--- config.mk ---
export PLATFORM = sky130hd
export DESIGN_NAME = lct_ctrl
export DESIGN_NICKNAME = d
export VERILOG_FILES = /design/src/rtl/assert_macros.svh /design/src/rtl/lct_pkg.sv /design/src/rtl/lct_ctrl.sv
export SDC_FILE = /design/constraint.sdc
export NUM_CORES = 1
export LEC_CHECK = 0
export ABC_AREA = 1
export BUFFER_PORTS_ARGS = -buffer_cell sky130_fd_sc_hd__buf_2
export CAP_MARGIN = 20
export CORE_AREA = 2 2 39 41
export DETAILED_ROUTE_END_ITERATION = 12
export DIE_AREA = 0 0 41 43
export PLACE_DENSITY = 0.39
export SLEW_MARGIN = 20
export SYNTH_ARGS = -nofsm -noshare
export SYNTH_HDL_FRONTEND = slang
export SYNTH_SLANG_ARGS = --single-unit
--- constraint.sdc ---
create_clock -name clk -period 2.6 [get_ports clk]
set_input_delay 0 -clock clk [delete_from_list [all_inputs] [get_ports clk]]
set_output_delay 0 -clock clk [all_outputs]
set_load 0.01 [all_outputs]
--- src/rtl/assert_macros.svh ---
// ----------------------------------------------------------------------------
// Assertion macros
// Shared shorthand for clocked assertions, disabled while rst_n is low.
// ----------------------------------------------------------------------------
`ifndef ASSERT_MACROS_SVH
`define ASSERT_MACROS_SVH

// The consequent must hold in the same cycle as the antecedent.
`define LCT_ASSERT_SAME(label, ante, cons, msg) \
  label: assert property (@(posedge clk) disable iff (!rst_n) (ante) |-> (cons)) \
    else $error(msg);

// The consequent must hold in the cycle after the antecedent.
`define LCT_ASSERT_NEXT(label, ante, cons, msg) \
  label: assert property (@(posedge clk) disable iff (!rst_n) (ante) |=> (cons)) \
    else $error(msg);

`endif

--- src/rtl/lct_pkg.sv ---
// ----------------------------------------------------------------------------
// lct_pkg
// Types, codes and constants shared by the candidate table modules.
// ----------------------------------------------------------------------------
`timescale 1ns / 1ps
`default_nettype none

package lct_pkg;

  // Field widths.
  localparam int OP_W    = 2;
  localparam int KEY_W   = 64;
  localparam int STAMP_W = 32;
  localparam int CTR_W   = 32;
  localparam int STALE_W = 20;
  localparam int ST_W    = 2;
  localparam int SLOT_W  = 5;
  localparam int NUM_W   = 5;

  // Operation codes.
  localparam logic [OP_W-1:0] OP_TICK   = 2'd0;
  localparam logic [OP_W-1:0] OP_BIND   = 2'd1;
  localparam logic [OP_W-1:0] OP_CLEAR  = 2'd2;
  localparam logic [OP_W-1:0] OP_SELECT = 2'd3;

  // Result status codes.
  localparam logic [ST_W-1:0] ST_NONE   = 2'd0;
  localparam logic [ST_W-1:0] ST_HIT    = 2'd1;
  localparam logic [ST_W-1:0] ST_INSERT = 2'd2;
  localparam logic [ST_W-1:0] ST_EVICT  = 2'd3;

  // Staleness threshold after reset, in frames.
  localparam logic [STALE_W-1:0] STALE_RESET = 20'd600;

  // One stored table entry.
  typedef struct packed {
    logic [KEY_W-1:0]   key;
    logic [STAMP_W-1:0] stamp;
    logic [CTR_W-1:0]   binds;
    logic [CTR_W-1:0]   clears;
  } lct_entry_t;

  // One result item.
  typedef struct packed {
    logic [ST_W-1:0]  status;
    logic [SLOT_W-1:0] slot;
    logic [KEY_W-1:0] evicted_key;
    logic             selected_dropped;
    logic [CTR_W-1:0] bind_count;
    logic [CTR_W-1:0] clear_count;
    logic [CTR_W-1:0] version;
    logic [NUM_W-1:0] entry_count;
    logic             selected_fresh;
  } lct_res_t;

  // Commands from the controller to the datapath.
  typedef struct packed {
    logic start;   // latch a new item and begin the table scan
    logic commit;  // update the table and load the result register
  } lct_cmd_t;

  // Status from the datapath to the controller.
  typedef struct packed {
    logic scan_done;  // the last entry is being examined this cycle
    logic out_free;   // the result register can take a new result
  } lct_stat_t;

  // Saturating increment of a 32-bit counter.
  function automatic logic [CTR_W-1:0] sat_inc(input logic [CTR_W-1:0] v);
    sat_inc = (v == '1) ? v : v + 1'b1;
  endfunction

endpackage

`default_nettype wire

--- src/rtl/lct_ctrl.sv ---
// ----------------------------------------------------------------------------
// lct_ctrl
// Sequencer for one item: capture, table scan, commit of the result.
// ----------------------------------------------------------------------------
`timescale 1ns / 1ps
`default_nettype none

module lct_ctrl (
  input  logic               clk,
  input  logic               rst_n,
  input  logic               in_valid,
  output logic               in_ready,
  input  lct_pkg::lct_stat_t stat,
  output lct_pkg::lct_cmd_t  cmd
);
  import lct_pkg::*;

  typedef enum logic [2:0] {
    S_IDLE   = 3'b001,
    S_SCAN   = 3'b010,
    S_COMMIT = 3'b100
  } state_t;

  state_t state_r;
  state_t state_nxt;

  // Next state and commands.
  always_comb begin
    state_nxt  = state_r;
    in_ready   = 1'b0;
    cmd.start  = 1'b0;
    cmd.commit = 1'b0;
    unique case (state_r)
      S_IDLE: begin
        in_ready = 1'b1;
        if (in_valid) begin
          cmd.start = 1'b1;
          state_nxt = S_SCAN;
        end
      end
      S_SCAN: begin
        if (stat.scan_done) begin
          state_nxt = S_COMMIT;
        end
      end
      S_COMMIT: begin
        if (stat.out_free) begin
          cmd.commit = 1'b1;
          state_nxt  = S_IDLE;
        end
      end
      default: begin
        state_nxt = S_IDLE;
      end
    endcase
  end

  // State register.
  always_ff @(posedge clk) begin
    if (!rst_n) begin
      state_r <= S_IDLE;
    end else begin
      state_r <= state_nxt;
    end
  end

endmodule

`default_nettype wire

==> results.cfg <==
[drt]
wl_per_cell_microns = 7.268
wl_microns = 407
via_count = 192
antenna_left = 0
drt_iter0_markers = 3
routed_via_density = 3.429
drcViolationCount = 0
first_pass_iters = 4

[critical_path]
cp-end-kind = output port
critPathLaunch = state_r[2]
rr_startpoint = state_r[1]
worst-path-max-fanout = 3
cp.required_ns = 2.60
critPathKind = register to output port
cp_data_arrival_time_ns = 1.09
cp-start-kind = register

[placed_design]
place_congestion = 0.7106
dpl.hpwl_microns = 323.4
dp_cells = 52
port_buffers = 7
place_ws_ns = 1.686

[floorplanning]
dieHeight_microns = 43
floorplan.initialDensity = 0.1383
io_pins = 8
fp.coreArea_sq_um = 1384
fp.dieW_microns = 41
die-area_sq_um = 1763
rows = 14

[global_routing]
antenna_found_initial = 0
grt_max_degree = 6
grt_pass1_vias = 175
grt_usage = 0.06124
grt-ovfl-total = 0
grt_pass1_wl_microns = 627

[clocking]
clock_latency_ns = 0.23
clockRootBuffer = clkbuf_4
cts_tree = yes
cts.repair.resized = 0
cts-hold-fix-buffers = 0
htreeDepth = 1
cts_setup_buffers = 0
clkTransAtPathRegs_ns = 0.04
cts_buffer_depth = 2
clkSinkCount = 3
cts_buffers = 3

[yosys]
syn_nets = 34
ys_ff_latch = 3
yosys_warnings = 0
yosysUniqueCellTypes = 11
synthCells = 29
synth_area_sq_um = 191.4
avgSynthCellArea_sq_um = 6.601
ys_seq_area_frac = 0.3137

[finish]
antenna_cells = 0
finish.utilization = 0.1971
nets = 46
instances_no_fill = 56
reg_top3 = state_r (3)
largest_register_ff_count = 3
top_register = state_r
synthToLayoutAreaGrowth_pct = 42.48
layout-drive-gt1-share = 0.4000

[timing]
period_share = 0.4175
final_hold_viol_count = 0
fin_ws_ns = 1.515
finalSetupTns_ns = 0
tightest_slew_ns = 0.2535
fmax_mhz = 921.3
maxSlewViolCount = 0
fin_hold_ws_ns = 0.04981
finalCriticalPeriod_ns = 1.085
fin_worst_skew_ns = 0.001679
rsz0062_at_grt = no
slew_headroom = 0.8294
setup_viol = 0

[pwr]
p_sw_frac = 0.3333
p_int_w = 0.0001353
p_leak_nw = 0.1554
p_comb_frac = 0.292
p_seq_frac = 0.308
pwr_density_cell_nw_per_um2 = 743.7
switching_power_w = 0.00006761
ir_worst_vdd_v = 0.0001678
clockPowerShare = 0.401

[worst_hold_path]
hp-start = rst_n
worstHoldPathType = primary input to register

[flow_run]
max-cap-violations = 0

[outcome]
run_status = completed
==> critical path: stages (launching register included) <==
cell and delay, ns:
dfxtp_1 0.34, inv_1 0.08, nor4_1 0.25, buf_2 0.18
==> layout by cell type (no fill, tap or decap) <==
cell type	count
nand2_1	5
nor2_1	2
dfxtp_1	3
nand3_1	3
clkbuf_4	3
inv_2	1
inv_1	7
nand3_2	2
nor4_1	1
o21bai_1	1
clkbuf_1	1
nor2_2	3
buf_2	7
a21boi_1	1
==> metal layers <==
metal	vias to the layer above	GRT usage	wire, microns
li1	110	-	-
met2	5	0.06250	177
met5	-	0	0
met1	77	0.06431	205
met3	0	0.04712	24
met4	0	0.08000	0
==> power by group through the flow <==
| stage | logic, W | registers, W | clock network [W] |
|---|---|---|---|
| global placement | 0.0000608 | 0.0000632 | 0 |
| CTS | 0.0000601 | 0.0000624 | 0.0000838 |
| floorplan | 0.0000430 | 0.0000612 | 0 |
| detailed placement | 0.0000599 | 0.0000631 | 0 |
| global route | 0.0000667 | 0.0000639 | 0.0000896 |
| finish | 0.0000592 | 0.0000624 | 0.0000813 |
==> layout make-up <==
type	count	area, sq um
multi-input cells	18	101.3
inverters	8	30.03
clock buffers	4	26.28
fillers	157	1111
well taps	16	20.02
repair buffers	7	35.03
flip-flops and latches	3	60.06
==> Yosys cell counts <==
cell / instances / area share
nor2_2: 3 / 0.098
inv_2: 1 / 0.020
o21bai_1: 1 / 0.039
inv_1: 7 / 0.14
nand3_2: 2 / 0.10
dfxtp_1: 3 / 0.31
a21boi_1: 1 / 0.039
nor2_1: 2 / 0.039
nand3_1: 3 / 0.078
nand2_1: 5 / 0.098
nor4_1: 1 / 0.033
==> kinds of logic (layout without fill, tap and decap cells) <==
group / after synthesis / after routing / share of synthesized area
AO/OA/AOI/OAI: 2 / 2 / 0.07846
flip-flops: 3 / 3 / 0.3137
AND/OR/NAND/NOR: 16 / 16 / 0.4510
buffers and inverters: 8 / 19 / 0.1569
==> metrics by stage <==
step                instance area [sq um]  total power, W
finish                              272.8       0.0002029
global route                        272.8       0.0002202
CTS                                 272.8       0.0002063
detailed placement                  246.5       0.0001230
global placement                    246.5       0.0001240
floorplan                           191.4       0.0001042
==> final timing paths <==
| kind | endpoint | slack [ns] | cells past startpoint |
|---|---|---|---|
| hold / removal | state_r[0] | 0.05 | 3 |
| hold reg to reg | state_r[1] | 0.63 | 4 |
| setup / recovery | cmd[0] | 1.51 | 3 |
| setup reg to reg | state_r[2] | 1.69 | 5 |
(Power assumes the default switching activity.)
